--- config.mk ---
export PLATFORM = sky130hd
export DESIGN_NAME = navigation_safety_supervisor_top
export DESIGN_NICKNAME = d
export VERILOG_FILES = /design/src/hdl/nss_pkg.sv /design/src/hdl/nss_mul.sv /design/src/hdl/nss_div.sv /design/src/hdl/navigation_safety_supervisor_top.sv
export SDC_FILE = /design/constraint.sdc
export NUM_CORES = 1
export LEC_CHECK = 0
export BUFFER_PORTS_ARGS = -buffer_cell sky130_fd_sc_hd__buf_2
export CAP_MARGIN = 20
export CORE_MARGIN = 4
export CORE_UTILIZATION = 50
export DETAILED_ROUTE_END_ITERATION = 7
export HOLD_SLACK_MARGIN = 0.12
export PLACE_DENSITY = 0.64
export SYNTH_ARGS = -nofsm -noshare
export SYNTH_HDL_FRONTEND = slang
export SYNTH_SLANG_ARGS = --single-unit
--- constraint.sdc ---
create_clock -name clock -period 15.4 [get_ports clock]
set_input_delay 0.77 -clock clock [delete_from_list [all_inputs] [get_ports clock]]
set_output_delay 0.77 -clock clock [all_outputs]
set_load 0.01 [all_outputs]
--- src/hdl/nss_pkg.sv ---
// shared types, constants and register map of the navigation safety supervisor
`timescale 1ns / 1ps
package nss_pkg;

   localparam int LOW_FEATURE_CAP_DEF = 10;

   // multiplier and divider sizing
   localparam int MUL_AW   = 16;
   localparam int MUL_XW   = 20;
   localparam int MUL_ACCW = 38;
   localparam int DIV_NW   = 38;
   localparam int DIV_DW   = 20;

   localparam int CSR_AW = 5;

   // register indexes
   localparam logic [2:0] REG_PAUSE_DIST = 3'd0;
   localparam logic [2:0] REG_BLOCK_DIST = 3'd1;
   localparam logic [2:0] REG_MIN_SPEED  = 3'd2;
   localparam logic [2:0] REG_MAX_SPEED  = 3'd3;
   localparam logic [2:0] REG_WINDOW     = 3'd4;
   localparam logic [2:0] REG_THRESHOLD  = 3'd5;

   // event codes
   localparam logic [1:0] ACT_KEYFRAME = 2'd0;
   localparam logic [1:0] ACT_STATUS   = 2'd1;
   localparam logic [1:0] ACT_PAUSE    = 2'd2;
   localparam logic [1:0] ACT_RESUME   = 2'd3;

   // drift action codes
   localparam logic [1:0] DRIFT_CONTINUE = 2'd0;
   localparam logic [1:0] DRIFT_PAUSE    = 2'd1;
   localparam logic [1:0] DRIFT_HALT     = 2'd2;

   typedef struct packed {
      logic [1:0]  action;
      logic        odometry_failed;
      logic        map_match_failed;
      logic [11:0] match_count;
      logic        is_following;
      logic [19:0] drift_mm;
      logic        is_obstructed;
      logic [15:0] elapsed_ms;
   } nss_req_type;

   typedef struct packed {
      logic [1:0]  drift_action;
      logic        obstruction_action;
      logic        feature_action;
      logic [15:0] speed_limit_mm_s;
      logic        operator_action;
      logic [19:0] filtered_matches_q8;
   } nss_rsp_type;

   // handshake between the sequencer and an arithmetic unit
   typedef struct packed {
      logic start;
   } nss_unit_cmd_type;

   typedef struct packed {
      logic busy;
      logic done;
   } nss_unit_sts_type;

endpackage

--- src/hdl/nss_mul.sv ---
// bit-serial multiply-accumulate of two product pairs, msb first
`timescale 1ns / 1ps
module nss_mul
   import nss_pkg::*;
#(
   parameter int AW   = MUL_AW,
   parameter int XW   = MUL_XW,
   parameter int ACCW = MUL_ACCW
) (
   input  logic             clock,
   input  logic             reset,
   input  nss_unit_cmd_type cmd,
   input  logic [AW-1:0]    a,
   input  logic [XW-1:0]    x,
   input  logic [AW-1:0]    b,
   input  logic [XW-1:0]    y,
   output nss_unit_sts_type sts,
   output logic [ACCW-1:0]  acc
);

   localparam int CW = $clog2(AW + 1);

   logic [AW-1:0]   a_ff, a_in, b_ff, b_in;
   logic [XW-1:0]   x_ff, x_in, y_ff, y_in;
   logic [ACCW-1:0] acc_ff, acc_in;
   logic [CW-1:0]   cnt_ff, cnt_in;
   logic            done_ff, done_in;
   logic [ACCW-1:0] term_x, term_y;

   always_comb begin
      a_in    = a_ff;
      b_in    = b_ff;
      x_in    = x_ff;
      y_in    = y_ff;
      acc_in  = acc_ff;
      cnt_in  = cnt_ff;
      done_in = 1'b0;
      term_x  = a_ff[AW-1] ? ACCW'(x_ff) : '0;
      term_y  = b_ff[AW-1] ? ACCW'(y_ff) : '0;
      if (cmd.start) begin
         a_in   = a;
         b_in   = b;
         x_in   = x;
         y_in   = y;
         acc_in = '0;
         cnt_in = CW'(AW);
      end else if (cnt_ff != '0) begin
         acc_in = {acc_ff[ACCW-2:0], 1'b0} + term_x + term_y;
         a_in   = {a_ff[AW-2:0], 1'b0};
         b_in   = {b_ff[AW-2:0], 1'b0};
         cnt_in = cnt_ff - 1'b1;
         done_in = (cnt_ff == CW'(1));
      end
   end

   always_ff @(posedge clock) begin
      if (reset) begin
         cnt_ff  <= '0;
         done_ff <= 1'b0;
      end else begin
         cnt_ff  <= cnt_in;
         done_ff <= done_in;
      end
      a_ff   <= a_in;
      b_ff   <= b_in;
      x_ff   <= x_in;
      y_ff   <= y_in;
      acc_ff <= acc_in;
   end

   assign sts.busy = (cnt_ff != '0);
   assign sts.done = done_ff;
   assign acc      = acc_ff;

endmodule

--- src/hdl/nss_div.sv ---
// restoring divider, one quotient bit per cycle
`timescale 1ns / 1ps
module nss_div
   import nss_pkg::*;
#(
   parameter int NW = DIV_NW,
   parameter int DW = DIV_DW
) (
   input  logic             clock,
   input  logic             reset,
   input  nss_unit_cmd_type cmd,
   input  logic [NW-1:0]    num,
   input  logic [DW-1:0]    den,
   output nss_unit_sts_type sts,
   output logic [NW-1:0]    quo,
   output logic [DW-1:0]    rem
);

   localparam int CW = $clog2(NW + 1);

   logic [NW-1:0] n_ff, n_in;
   logic [DW-1:0] d_ff, d_in;
   logic [DW-1:0] r_ff, r_in;
   logic [CW-1:0] cnt_ff, cnt_in;
   logic          done_ff, done_in;
   logic [DW:0]   trial;
   logic          fits;

   always_comb begin
      n_in    = n_ff;
      d_in    = d_ff;
      r_in    = r_ff;
      cnt_in  = cnt_ff;
      done_in = 1'b0;
      trial   = {r_ff, n_ff[NW-1]};
      fits    = (trial >= {1'b0, d_ff});
      if (cmd.start) begin
         n_in   = num;
         d_in   = den;
         r_in   = '0;
         cnt_in = CW'(NW);
      end else if (cnt_ff != '0) begin
         r_in    = fits ? DW'(trial - {1'b0, d_ff}) : trial[DW-1:0];
         n_in    = {n_ff[NW-2:0], fits};
         cnt_in  = cnt_ff - 1'b1;
         done_in = (cnt_ff == CW'(1));
      end
   end

   always_ff @(posedge clock) begin
      if (reset) begin
         cnt_ff  <= '0;
         done_ff <= 1'b0;
      end else begin
         cnt_ff  <= cnt_in;
         done_ff <= done_in;
      end
      n_ff <= n_in;
      d_ff <= d_in;
      r_ff <= r_in;
   end

   assign sts.busy = (cnt_ff != '0);
   assign sts.done = done_ff;
   assign quo      = n_ff;
   assign rem      = r_ff;

endmodule

--- src/hdl/navigation_safety_supervisor_top.sv ---
// navigation safety supervisor: register port, event handling and sequencer
`timescale 1ns / 1ps
// keyframe, pause, resume and non-following status items: result in the cycle after accept
// following status items: result follows two serial multiplies
// and two serial divides run back to back on one multiplier and one divider
// one item in flight; the next is taken once the result register is free or being taken
// synchronous active-high reset loads register defaults and clears all monitor state
// speed limit reads 0 until the first following status item
module navigation_safety_supervisor_top
   import nss_pkg::*;
#(
   parameter int LOW_FEATURE_CAP = LOW_FEATURE_CAP_DEF
) (
   input  logic              clock,
   input  logic              reset,
   input  logic              req_valid,
   output logic              req_stall,
   input  nss_req_type       req_payload,
   output logic              rsp_valid,
   input  logic              rsp_stall,
   output nss_rsp_type       rsp_payload,
   input  logic              csr_psel,
   input  logic              csr_penable,
   input  logic              csr_pwrite,
   input  logic [CSR_AW-1:0] csr_paddr,
   input  logic [31:0]       csr_pwdata,
   output logic [31:0]       csr_prdata,
   output logic              csr_pready
);

   // sequencer states
   localparam logic [2:0] ST_IDLE = 3'd0;
   localparam logic [2:0] ST_MUL1 = 3'd1;
   localparam logic [2:0] ST_DIV1 = 3'd2;
   localparam logic [2:0] ST_MUL2 = 3'd3;
   localparam logic [2:0] ST_DIV2 = 3'd4;
   localparam logic [2:0] ST_FIN  = 3'd5;

   localparam logic [11:0] CAP = 12'(LOW_FEATURE_CAP);

   // configuration registers
   logic [19:0] pause_ff, block_ff;
   logic [15:0] min_speed_ff, max_speed_ff, window_ff;
   logic [11:0] thr_ff;
   logic [2:0]  csr_idx;
   logic        csr_wr;

   // held event state
   logic        odo_fail_ff, odo_fail_in;
   logic        match_fail_ff, match_fail_in;
   logic [11:0] held_count_ff, held_count_in;
   logic        latch_ff, latch_in;
   logic [19:0] filter_ff, filter_in;
   logic [1:0]  drift_ff, drift_in;
   logic        obstr_ff, obstr_in;
   logic        feature_ff, feature_in;
   logic [15:0] speed_ff, speed_in;
   logic        operator_ff, operator_in;

   logic [2:0]  state_ff, state_in;
   logic        rsp_valid_ff, rsp_valid_in;
   nss_rsp_type rsp_ff, rsp_in;
   logic        sign_ff, sign_in;
   logic [15:0] wdw_ff, wdw_in;
   logic [DIV_NW-1:0] q_ff, q_in;
   logic        rnz_ff, rnz_in;

   // arithmetic units
   nss_unit_cmd_type mul_cmd, div_cmd;
   nss_unit_sts_type mul_sts, div_sts;
   logic [MUL_AW-1:0]   mul_a, mul_b;
   logic [MUL_XW-1:0]   mul_x, mul_y;
   logic [MUL_ACCW-1:0] mul_acc;
   logic [DIV_NW-1:0]   div_num, div_quo;
   logic [DIV_DW-1:0]   div_den, div_rem;

   logic        accept, start_status;
   logic [15:0] w_req, t_req;
   logic [19:0] f_new;
   logic [11:0] d_slope;
   logic [19:0] den_speed;
   logic [16:0] dspeed;
   logic [20:0] dfeat;
   logic [15:0] dspeed_mag;
   logic [19:0] dfeat_mag;
   logic signed [39:0] offset, lin, lin_lo, lin_hi;

   assign csr_pready = 1'b1;
   assign csr_idx    = csr_paddr[4:2];
   assign csr_wr     = csr_psel && csr_penable && csr_pwrite;

   always_comb begin
      case (csr_idx)
         REG_PAUSE_DIST: csr_prdata = {12'd0, pause_ff};
         REG_BLOCK_DIST: csr_prdata = {12'd0, block_ff};
         REG_MIN_SPEED:  csr_prdata = {16'd0, min_speed_ff};
         REG_MAX_SPEED:  csr_prdata = {16'd0, max_speed_ff};
         REG_WINDOW:     csr_prdata = {16'd0, window_ff};
         REG_THRESHOLD:  csr_prdata = {20'd0, thr_ff};
         default:        csr_prdata = 32'd0;
      endcase
   end

   always_ff @(posedge clock) begin
      if (reset) begin
         pause_ff     <= 20'd1000;
         block_ff     <= 20'd10000;
         min_speed_ff <= 16'd1000;
         max_speed_ff <= 16'd5000;
         window_ff    <= 16'd5000;
         thr_ff       <= 12'd50;
      end else if (csr_wr) begin
         case (csr_idx)
            REG_PAUSE_DIST: pause_ff     <= csr_pwdata[19:0];
            REG_BLOCK_DIST: block_ff     <= csr_pwdata[19:0];
            REG_MIN_SPEED:  min_speed_ff <= csr_pwdata[15:0];
            REG_MAX_SPEED:  max_speed_ff <= csr_pwdata[15:0];
            REG_WINDOW:     window_ff    <= csr_pwdata[15:0];
            REG_THRESHOLD:  thr_ff       <= csr_pwdata[11:0];
            default: ;
         endcase
      end
   end

   // one item at a time; the result register frees the output side
   assign req_stall    = (state_ff != ST_IDLE) || (rsp_valid_ff && rsp_stall);
   assign accept       = req_valid && !req_stall;
   assign start_status = accept && (req_payload.action == ACT_STATUS)
                         && req_payload.is_following;

   // window of zero behaves as one, elapsed time clamps to the window
   assign w_req = (window_ff == 16'd0) ? 16'd1 : window_ff;
   assign t_req = (req_payload.elapsed_ms < w_req) ? req_payload.elapsed_ms : w_req;

   // speed slope: denominator is (threshold - min(cap, threshold - 1)) * 256
   assign d_slope   = (thr_ff <= CAP) ? 12'd1 : (thr_ff - CAP);
   assign den_speed = {d_slope, 8'd0};

   // new filter value straight off the first divide
   assign f_new      = div_quo[19:0];
   assign dspeed     = {1'b0, max_speed_ff} - {1'b0, min_speed_ff};
   assign dfeat      = {1'b0, f_new} - {1'b0, thr_ff, 8'd0};
   assign dspeed_mag = dspeed[16] ? 16'(-dspeed) : dspeed[15:0];
   assign dfeat_mag  = dfeat[20] ? 20'(-dfeat) : dfeat[19:0];

   // floor of the signed slope term, then clamp to [min, max] with max winning
   assign offset = sign_ff ? -($signed({2'b00, q_ff}) + $signed({39'd0, rnz_ff}))
                           : $signed({2'b00, q_ff});
   assign lin    = $signed({24'd0, max_speed_ff}) + offset;
   assign lin_lo = (lin < $signed({24'd0, min_speed_ff})) ? $signed({24'd0, min_speed_ff})
                                                          : lin;
   assign lin_hi = (lin_lo > $signed({24'd0, max_speed_ff})) ? $signed({24'd0, max_speed_ff})
                                                             : lin_lo;

   always_comb begin
      odo_fail_in   = odo_fail_ff;
      match_fail_in = match_fail_ff;
      held_count_in = held_count_ff;
      latch_in      = latch_ff;
      filter_in     = filter_ff;
      drift_in      = drift_ff;
      obstr_in      = obstr_ff;
      feature_in    = feature_ff;
      speed_in      = speed_ff;
      operator_in   = operator_ff;
      state_in      = state_ff;
      sign_in       = sign_ff;
      wdw_in        = wdw_ff;
      q_in          = q_ff;
      rnz_in        = rnz_ff;
      rsp_valid_in  = rsp_valid_ff && rsp_stall;
      rsp_in        = rsp_ff;
      mul_cmd.start = 1'b0;
      div_cmd.start = 1'b0;
      mul_a         = '0;
      mul_x         = '0;
      mul_b         = '0;
      mul_y         = '0;
      div_num       = '0;
      div_den       = '0;
      // status event: drift latch and obstruction settle at once
      if (start_status) begin
         if ((req_payload.drift_mm > block_ff) && !latch_ff) begin
            latch_in = 1'b1;
            drift_in = DRIFT_HALT;
         end else if ((req_payload.drift_mm > pause_ff) || (odo_fail_ff && match_fail_ff)) begin
            drift_in = DRIFT_PAUSE;
         end else begin
            drift_in = DRIFT_CONTINUE;
         end
         if (!match_fail_ff && (req_payload.drift_mm < block_ff)) begin
            latch_in = 1'b0;
         end
         obstr_in = req_payload.is_obstructed && !latch_in;
      end
      case (state_ff)
         ST_IDLE: begin
            if (start_status) begin
               // filter numerator: (w - t) * F + t * (count << 8)
               mul_cmd.start = 1'b1;
               mul_a         = w_req - t_req;
               mul_x         = filter_ff;
               mul_b         = t_req;
               mul_y         = {held_count_ff, 8'd0};
               wdw_in        = w_req;
               state_in      = ST_MUL1;
            end else if (accept) begin
               case (req_payload.action)
                  ACT_KEYFRAME: begin
                     odo_fail_in   = req_payload.odometry_failed;
                     match_fail_in = req_payload.map_match_failed;
                     held_count_in = req_payload.match_count;
                  end
                  ACT_STATUS: begin
                     drift_in   = DRIFT_CONTINUE;
                     obstr_in   = 1'b0;
                     feature_in = 1'b0;
                  end
                  ACT_PAUSE:  operator_in = 1'b1;
                  default:    operator_in = 1'b0;
               endcase
               rsp_valid_in = 1'b1;
            end
         end
         ST_MUL1: begin
            if (mul_sts.done) begin
               // round half up
               div_cmd.start = 1'b1;
               div_num       = mul_acc + DIV_NW'(wdw_ff >> 1);
               div_den       = DIV_DW'(wdw_ff);
               state_in      = ST_DIV1;
            end
         end
         ST_DIV1: begin
            if (div_sts.done) begin
               filter_in     = f_new;
               feature_in    = !(f_new > {thr_ff, 8'd0});
               sign_in       = dspeed[16] ^ dfeat[20];
               mul_cmd.start = 1'b1;
               mul_a         = dspeed_mag;
               mul_x         = dfeat_mag;
               state_in      = ST_MUL2;
            end
         end
         ST_MUL2: begin
            if (mul_sts.done) begin
               div_cmd.start = 1'b1;
               div_num       = mul_acc;
               div_den       = den_speed;
               state_in      = ST_DIV2;
            end
         end
         ST_DIV2: begin
            if (div_sts.done) begin
               q_in     = div_quo;
               rnz_in   = (div_rem != '0);
               state_in = ST_FIN;
            end
         end
         ST_FIN: begin
            speed_in     = lin_hi[15:0];
            rsp_valid_in = 1'b1;
            state_in     = ST_IDLE;
         end
         default: state_in = ST_IDLE;
      endcase
      if (rsp_valid_in && !(rsp_valid_ff && rsp_stall)) begin
         rsp_in.drift_action        = drift_in;
         rsp_in.obstruction_action  = obstr_in;
         rsp_in.feature_action      = feature_in;
         rsp_in.speed_limit_mm_s    = speed_in;
         rsp_in.operator_action     = operator_in;
         rsp_in.filtered_matches_q8 = filter_in;
      end
   end

   always_ff @(posedge clock) begin
      if (reset) begin
         odo_fail_ff   <= 1'b0;
         match_fail_ff <= 1'b0;
         held_count_ff <= '0;
         latch_ff      <= 1'b0;
         filter_ff     <= '0;
         drift_ff      <= DRIFT_CONTINUE;
         obstr_ff      <= 1'b0;
         feature_ff    <= 1'b0;
         speed_ff      <= '0;
         operator_ff   <= 1'b0;
         state_ff      <= ST_IDLE;
         rsp_valid_ff  <= 1'b0;
      end else begin
         odo_fail_ff   <= odo_fail_in;
         match_fail_ff <= match_fail_in;
         held_count_ff <= held_count_in;
         latch_ff      <= latch_in;
         filter_ff     <= filter_in;
         drift_ff      <= drift_in;
         obstr_ff      <= obstr_in;
         feature_ff    <= feature_in;
         speed_ff      <= speed_in;
         operator_ff   <= operator_in;
         state_ff      <= state_in;
         rsp_valid_ff  <= rsp_valid_in;
      end
      rsp_ff  <= rsp_in;
      sign_ff <= sign_in;
      wdw_ff  <= wdw_in;
      q_ff    <= q_in;
      rnz_ff  <= rnz_in;
   end

   assign rsp_valid   = rsp_valid_ff;
   assign rsp_payload = rsp_ff;

   nss_mul #(
      .AW   (MUL_AW),
      .XW   (MUL_XW),
      .ACCW (MUL_ACCW)
   ) u_mul (
      .clock (clock),
      .reset (reset),
      .cmd   (mul_cmd),
      .a     (mul_a),
      .x     (mul_x),
      .b     (mul_b),
      .y     (mul_y),
      .sts   (mul_sts),
      .acc   (mul_acc)
   );

   nss_div #(
      .NW (DIV_NW),
      .DW (DIV_DW)
   ) u_div (
      .clock (clock),
      .reset (reset),
      .cmd   (div_cmd),
      .num   (div_num),
      .den   (div_den),
      .sts   (div_sts),
      .quo   (div_quo),
      .rem   (div_rem)
   );

   // busy sequencer never takes an item
   a_busy_stalls: assert property (@(posedge clock) disable iff (reset)
      (state_ff != ST_IDLE) |-> req_stall)
      else $error("item taken while sequencer busy");

   // the latch only ever sets alongside a halt action
   a_latch_halt: assert property (@(posedge clock) disable iff (reset)
      $rose(latch_ff) |-> (drift_ff == DRIFT_HALT))
      else $error("block latch set without halt");

   // speed is only finished after the second divide
   a_fin_order: assert property (@(posedge clock) disable iff (reset)
      (state_ff == ST_FIN) |-> ($past(state_ff) == ST_DIV2))
      else $error("speed stage entered out of order");

   // units never overlap: divider idle while multiplier runs
   a_unit_excl: assert property (@(posedge clock) disable iff (reset)
      mul_sts.busy |-> !div_sts.busy)
      else $error("multiplier and divider busy together");

endmodule
==> out/summary.txt, run 1 <==
status: completed
Setup Crit Path Kind: register to register
CTS max path bufs: 3
leading cell type in the layout, fill and taps excluded: nand2_1
wirelength, routed: 87.2 mm
Fmax: 0.0947 GHz
Pint: 0.00308 W
antenna violations before repair: 1
post-CTS sizing: 0
Reg2Reg Launch Point: q_ff[0]$_DFFE_PP_
critical-path maximum fanout: 31
total power: 0.00492 W
critical path data arrival time: 10.91 ns
final net count: 4062
post-placement cell count: 4414
number of H-tree levels: 2
DR iter-0 viols: 2247
sw frac: 0.373
Final Hold Vio Count: 0
Max-cap violations: 0
Max IR drop VDD: 0.0967 mV
share of post-route cells with drive strength above 1: 0.0915
CP Capture Type: register
Hold-fix buffers, CTS: 0
CTS buffer count: 50
Worst path max stage delay: 0.72 ns
CTS clock-pin slew for the worst setup and hold paths: 0.06 ns
Synth-to-Final Area Change: 9.81%
non-filler cells, final: 4511
setup_tns: 0 ns
# DRC: 0
starting density of the core: 0.508
CTS tree: built
Seq/Total Area, Yosys: 0.364
min cycle time layout: 10.55 ns
Avg WL per Cell: 19.3 um
synth unique cells: 93
Gate Count Post-Synth: 3637
Top FF cell, synth: dfxtp_1
Root Driver: clkbuf_16
Final Setup Violations: 0
Synth Warn #: 0
Avg Vias per Cell: 5.77
number of synthesized register bits: 450
clock power share: 0.257
Max Clock Skew: 0.0240 ns
FILL cells: 5630
critical path launch point type: register
worst hold path type: input port to register
pin count of the biggest net entering global routing: 97
die area: 65700 um^2
dpl hpwl: 65.8 mm
Comb power frac: 0.373
delay-heaviest family, CP: compound AO/OA/AOI/OAI gates
Global Route Usage Sum: 0.255
number of buffers and inverters on the critical path: 4
die span in y: 256 um
final hold slack: 0.402 ns
mapped cell area: 30800 um^2
Post-synth EDFFs: 219
sw power: 0.00184 W
Slowest cell on crit path: o31ai_1
unrepaired setup endpoints after global routing: no
drt pass-1 iters: 5
vias: 26000
clk_lat worst skew: 0.60 ns
Rows: 90
area of the multi-input gates: 17700 um^2
Syn Area/Cell: 8.47 um^2
Sequential cell area: 11200 um^2
vias in the first global route: 24000
fin. max-slew vios: 0
number of port buffers: 146
GR Overflow Total: 0
pwr/cell area: 145 nW/um^2
CP startpoint: q_ff[0]$_DFFE_PP_
clk sinks: 450
asr flop ratio synth: 0
share of the synthesized area in the top cell type: 0.213
Setup Fix Bufs, Post-CTS: 0
Hold Startpoint: req_payload[50]
Die W: 256 um
slew margin rel.: 0.328
WP data required: 15.75 ns
first-pass GRT wire length: 136 mm
Final ANT Viol Nets: 0
core footprint: 60700 um^2
top post-synthesis cells by area: edfxtp_1 (21%), dfxtp_1 (15%), ha_1 (11%)
Worst-Margin Slew: 1.01 ns
I/O pin total: 174
Seq pwr share: 0.370
commonest non-fill, non-tap cells in the layout: nand2_1 (521), inv_1 (305), a21oi_1 (286)
Final period util: 0.685
RD Place Congestion: 0.962
post-synth top area cell: edfxtp_1
dpl ws: 4.90 ns
setup ws final: 4.85 ns
Leakage Power: 14.2 nW
## logic make-up after synthesis
family / count (synthesis) / synth area share
compound gates: 908 / 0.187
fa+ha+maj: 278 / 0.118
xor+xnor: 185 / 0.0526
buf+inv: 503 / 0.0641
mux: 71 / 0.0257
flops: 450 / 0.364
simple gates: 1240 / 0.190
other cells: 2 / 0.000244
## routing by layer
| layer | global-route usage | up-vias | part of all wire |
|---|---|---|---|
| met3 | 0.0349 | 138 | 0.063 |
| li1 | - | 12900 | - |
| met1 | 0.365 | 12200 | 0.46 |
| met2 | 0.408 | 757 | 0.45 |
| met5 | 0 | - | 0 |
| met4 | 0.0649 | 0 | 0.026 |
## registers in the layout, summed over array words and instances, names as in the netlist, 38 cells and up
name         cells
rsp_payload     41
q_ff            38
u_div.quo       38
u_mul.acc       38
## cell usage after synthesis, types with 38 or more instances
| master | instances |
|---|---|
| mux2i_1 | 60 |
| nor2_1 | 224 |
| dfxtp_1 | 231 |
| clkbuf_1 | 159 |
| nand2b_1 | 38 |
| nor2b_1 | 58 |
| inv_1 | 306 |
| and2_1 | 38 |
| a21oi_1 | 287 |
| nand3_1 | 87 |
| nand2_1 | 521 |
| nor3_1 | 69 |
| o21ai_0 | 228 |
| xor2_1 | 78 |
| ha_1 | 259 |
| xnor2_1 | 107 |
| a21o_1 | 42 |
| edfxtp_1 | 219 |
## power by group through the flow
stage	Clock, W	Sequential (W)	Combinational (W)
after detailed placement	0	0.00184	0.00182
after global routing	0.00133	0.00185	0.00209
after floorplan	0	0.00170	0.00147
after CTS	0.00128	0.00182	0.00183
after global placement	0	0.00184	0.00179
final	0.00126	0.00182	0.00184
## layout make-up
class                           instances  share of cell area
Multi-Input combinational cell       2695               0.524
Inverter                              310              0.0344
Clock inverter                         30             0.00902
Antenna cell                            1           0.0000740
Sequential cell                       450               0.331
Timing Repair Buffer                  179              0.0300
Tap cell                              782              0.0289
Clock buffer                           64              0.0428
## worst min-delay path, cell delays in order
cell     delay [ns]
buf_2          0.09
nand2_1        0.05
a21oi_1        0.05
## metrics by stage
step / utilization / cell area [um^2]
final: 0.557 / 33800
after global routing: 0.557 / 33800
after CTS: 0.557 / 33800
after detailed placement: 0.528 / 32000
after global placement: 0.528 / 32000
after floorplan: - / 30900
## final timing paths
check,endpoint,slack (ns),depth (start not counted)
setup reg to reg,rsp_payload[22]$_DFFE_PP_,4.85,43
hold / removal,match_fail_ff$_SDFFE_PP0P_,0.40,3
hold reg to reg,held_count_ff[7]$_SDFFE_PP0P_,0.45,2
setup / recovery,rsp_payload[22]$_DFFE_PP_,4.85,43
No activity file was read; power rests on OpenSTA's default activity.
==> inputs of run 2 (changes only) <==
Clock period 15.4 ns to 10 ns, I/O delays scaled along.
==> run 2 against run 1 <==
Sequential cell count is the same. Routed wire length rose by 1.2%. Via count up 0.26%. Core utilization is 0.19 points higher. Cell count rose by 0.29%. Critical path depth is 1 lower. Total power increased by 55%. Register-to-register slack worse by 4.3 ns. Count of clock-buffer cells in the layout is 3 higher. Clock power increased by 55%. Sequential power is 54% higher.
==> out/summary.txt, run 2 (synthesis gave the netlist of run 1 again) <==
Die W: 256 um (unchanged)
FILL cells: 5687 (was 5630)
Leakage Power: 14.2 nW (about the same)
critical path launch point type: register (unchanged)
WP data required: 10.34 ns (was 15.75 ns)
delay-heaviest family, CP: simple AND/OR/NAND/NOR gates (was compound AO/OA/AOI/OAI gates)
pin count of the biggest net entering global routing: 112 (was 97)
Reg2Reg Launch Point: q_ff[3]$_DFFE_PP_ (was q_ff[0]$_DFFE_PP_)
Max-cap violations: 0 (unchanged)
core footprint: 60700 um^2 (unchanged)
reg-to-reg endpoint: rsp_payload[22]$_DFFE_PP_ (unchanged)
Final ANT Viol Nets: 0 (unchanged)
internal reg-to-reg setup slack: 0.53 ns (was 4.85 ns)
critical-path maximum fanout: 31 (unchanged)
fin. max-slew vios: 0 (unchanged)
wirelength, routed: 88.3 mm (was 87.2 mm)
Rows: 90 (unchanged)
I/O pin total: 174 (unchanged)
Worst-Margin Slew: 1.16 ns (was 1.01 ns)
clk_lat worst skew: 0.60 ns (about the same)
hold depth: 3 (unchanged)
Slowest cell on crit path: or4_1 (was o31ai_1)
Worst path max stage delay: 0.55 ns (was 0.72 ns)
most used cell, CP: o21a_1
Fmax: 0.106 GHz (was 0.0947 GHz)
vias: 26100 (was 26000)
slew margin rel.: 0.230 (was 0.328)
Global Route Usage Sum: 0.258 (was 0.255)
CTS tree: built (unchanged)
CTS clock-pin slew for the worst setup and hold paths: 0.06 ns (about the same)
clk sinks: 450 (unchanged)
die span in y: 256 um (unchanged)
Root Driver: clkbuf_16 (unchanged)
min cycle time layout: 9.47 ns (was 10.55 ns)
CTS buffer count: 50 (unchanged)
Final Hold Vio Count: 0 (unchanged)
Final Setup Violations: 0 (unchanged)
drt pass-1 iters: 5 (unchanged)
Final period util: 0.947 (was 0.685)
final net count: 4072 (was 4062)
Synth-to-Final Area Change: 10.2% (was 9.81%)
GR Overflow Total: 0 (unchanged)
RD Place Congestion: 0.952 (was 0.962)
number of port buffers: 146 (unchanged)
Max Clock Skew: 0.0224 ns (was 0.0240 ns)
vias in the first global route: 23900 (was 24000)
Avg Vias per Cell: 5.77 (about the same)
post-route cell area: 33900 um^2 (was 33800 um^2)
status: completed (unchanged)
Avg WL per Cell: 19.5 um (was 19.3 um)
die area: 65700 um^2 (unchanged)
Max IR drop VDD: 0.147 mV (was 0.0967 mV)
critical path data arrival time: 9.81 ns (was 10.91 ns)
commonest non-fill, non-tap cells in the layout: nand2_1 (521), inv_1 (305), a21oi_1 (286) (unchanged)
CTS max path bufs: 3 (unchanged)
DP Area: 32100 um^2 (was 32000 um^2)
DR iter-0 viols: 2114 (was 2247)
CP startpoint: q_ff[3]$_DFFE_PP_ (was q_ff[0]$_DFFE_PP_)
dpl hpwl: 66.3 mm (was 65.8 mm)
number of H-tree levels: 2 (unchanged)
worst hold path type: input port to register (unchanged)
R2R depth: 42 (was 43)
CP Capture Type: register (unchanged)
starting density of the core: 0.508 (unchanged)
leading cell type in the layout, fill and taps excluded: nand2_1 (unchanged)
Hold Startpoint: req_payload[42] (was req_payload[50])
share of post-route cells with drive strength above 1: 0.0939 (was 0.0915)
# DRC: 0 (unchanged)
pwr/cell area: 224 nW/um^2 (was 145 nW/um^2)
antenna violations before repair: 3 (was 1)
Hold Crit Endpoint: held_count_ff[4]$_SDFFE_PP0P_ (was match_fail_ff$_SDFFE_PP0P_)
number of buffers and inverters on the critical path: 7 (was 4)
first-pass GRT wire length: 137 mm (was 136 mm)
Setup Crit Path Kind: register to register (unchanged)
number of flip-flops in the largest register: 41 (unchanged)
final core utilization: 0.559 (was 0.557)
run 2: changes by cell type in the layout (fill, tap and decap cells not counted), sizes merged:
cell / previous run / this run
clkinv: 24 / 16
buf: 179 / 184
dlygate4sd3: 0 / 5
clkbuf: 64 / 67
diode: 1 / 4
clkinvlp: 3 / 5
inv: 308 / 310
bufinv: 5 / 6
run 2: how the worst max path moves through the flow:
stage | endpoint | slack [ns] | cells after the start
after floorplan | rsp_payload[33]$_DFFE_PP_ | 0.23 | 45
after global placement | rsp_payload[22]$_DFFE_PP_ | 0.44 | 43
after detailed placement | rsp_payload[22]$_DFFE_PP_ | 0.25 | 45
after CTS | rsp_payload[22]$_DFFE_PP_ | 0.19 | 45
after global routing | rsp_payload[22]$_DFFE_PP_ | -0.05 | 42
final | rsp_payload[22]$_DFFE_PP_ | 0.53 | 42
run 2: power by group:
group          internal (W)  switching [W]
combinational       0.00120        0.00166
sequential          0.00240       0.000408
clock               0.00116       0.000789
run 2: worst reg2reg max path: cells and delay by family (launching register included):
| kind | cells | cell delay (ns) |
|---|---|---|
| buf+inv | 7 | 0.93 |
| simple gates | 12 | 3.27 |
| mux | 1 | 0.23 |
| xor+xnor | 1 | 0.17 |
| flops | 1 | 0.40 |
| compound gates | 17 | 2.86 |
| fa+ha+maj | 4 | 1.34 |
run 2: per-layer routing:
metal	track usage	share of wire	up-vias
li1	-	-	13000
met1	0.370	0.46	12300
met2	0.415	0.45	714
met3	0.0350	0.062	122
met4	0.0603	0.022	2
met5	0.00731	0.00060	-
run 2: stage by stage:
step	total power, W	setup slack, ns	hold slack [ns]	instances	TNS, ns
after floorplan	0.00489	0.232	0.424	3648	0
after global placement	0.00561	0.441	0.434	4418	0
after detailed placement	0.00565	0.247	0.434	4418	0
after CTS	0.00761	0.186	0.123	4517	0
after global routing	0.00813	-0.0450	0.142	4522	-0.0450
final	0.00761	0.529	0.145	4524	0
run 2: cell type report:
| class | count | area, um^2 | area share |
|---|---|---|---|
| inverter | 310 | 1160 | 0.0343 |
| tap | 782 | 978 | 0.0288 |
| clock inverter | 27 | 313 | 0.00921 |
| antenna | 4 | 10.0 | 0.000295 |
| timing repair buffer | 189 | 1090 | 0.0320 |
| multi-input combinational | 2695 | 17800 | 0.523 |
| clock buffer | 67 | 1430 | 0.0420 |
| sequential | 450 | 11200 | 0.330 |
run 2: what timing repair did:
action / CTS / global route
setup buffers: 0 / 2
setup endpoints to repair: 0 / 32
endpoints found under the hold margin: 5 / 0
resized for setup: 0 / 12
hold buffers: 5 / 0
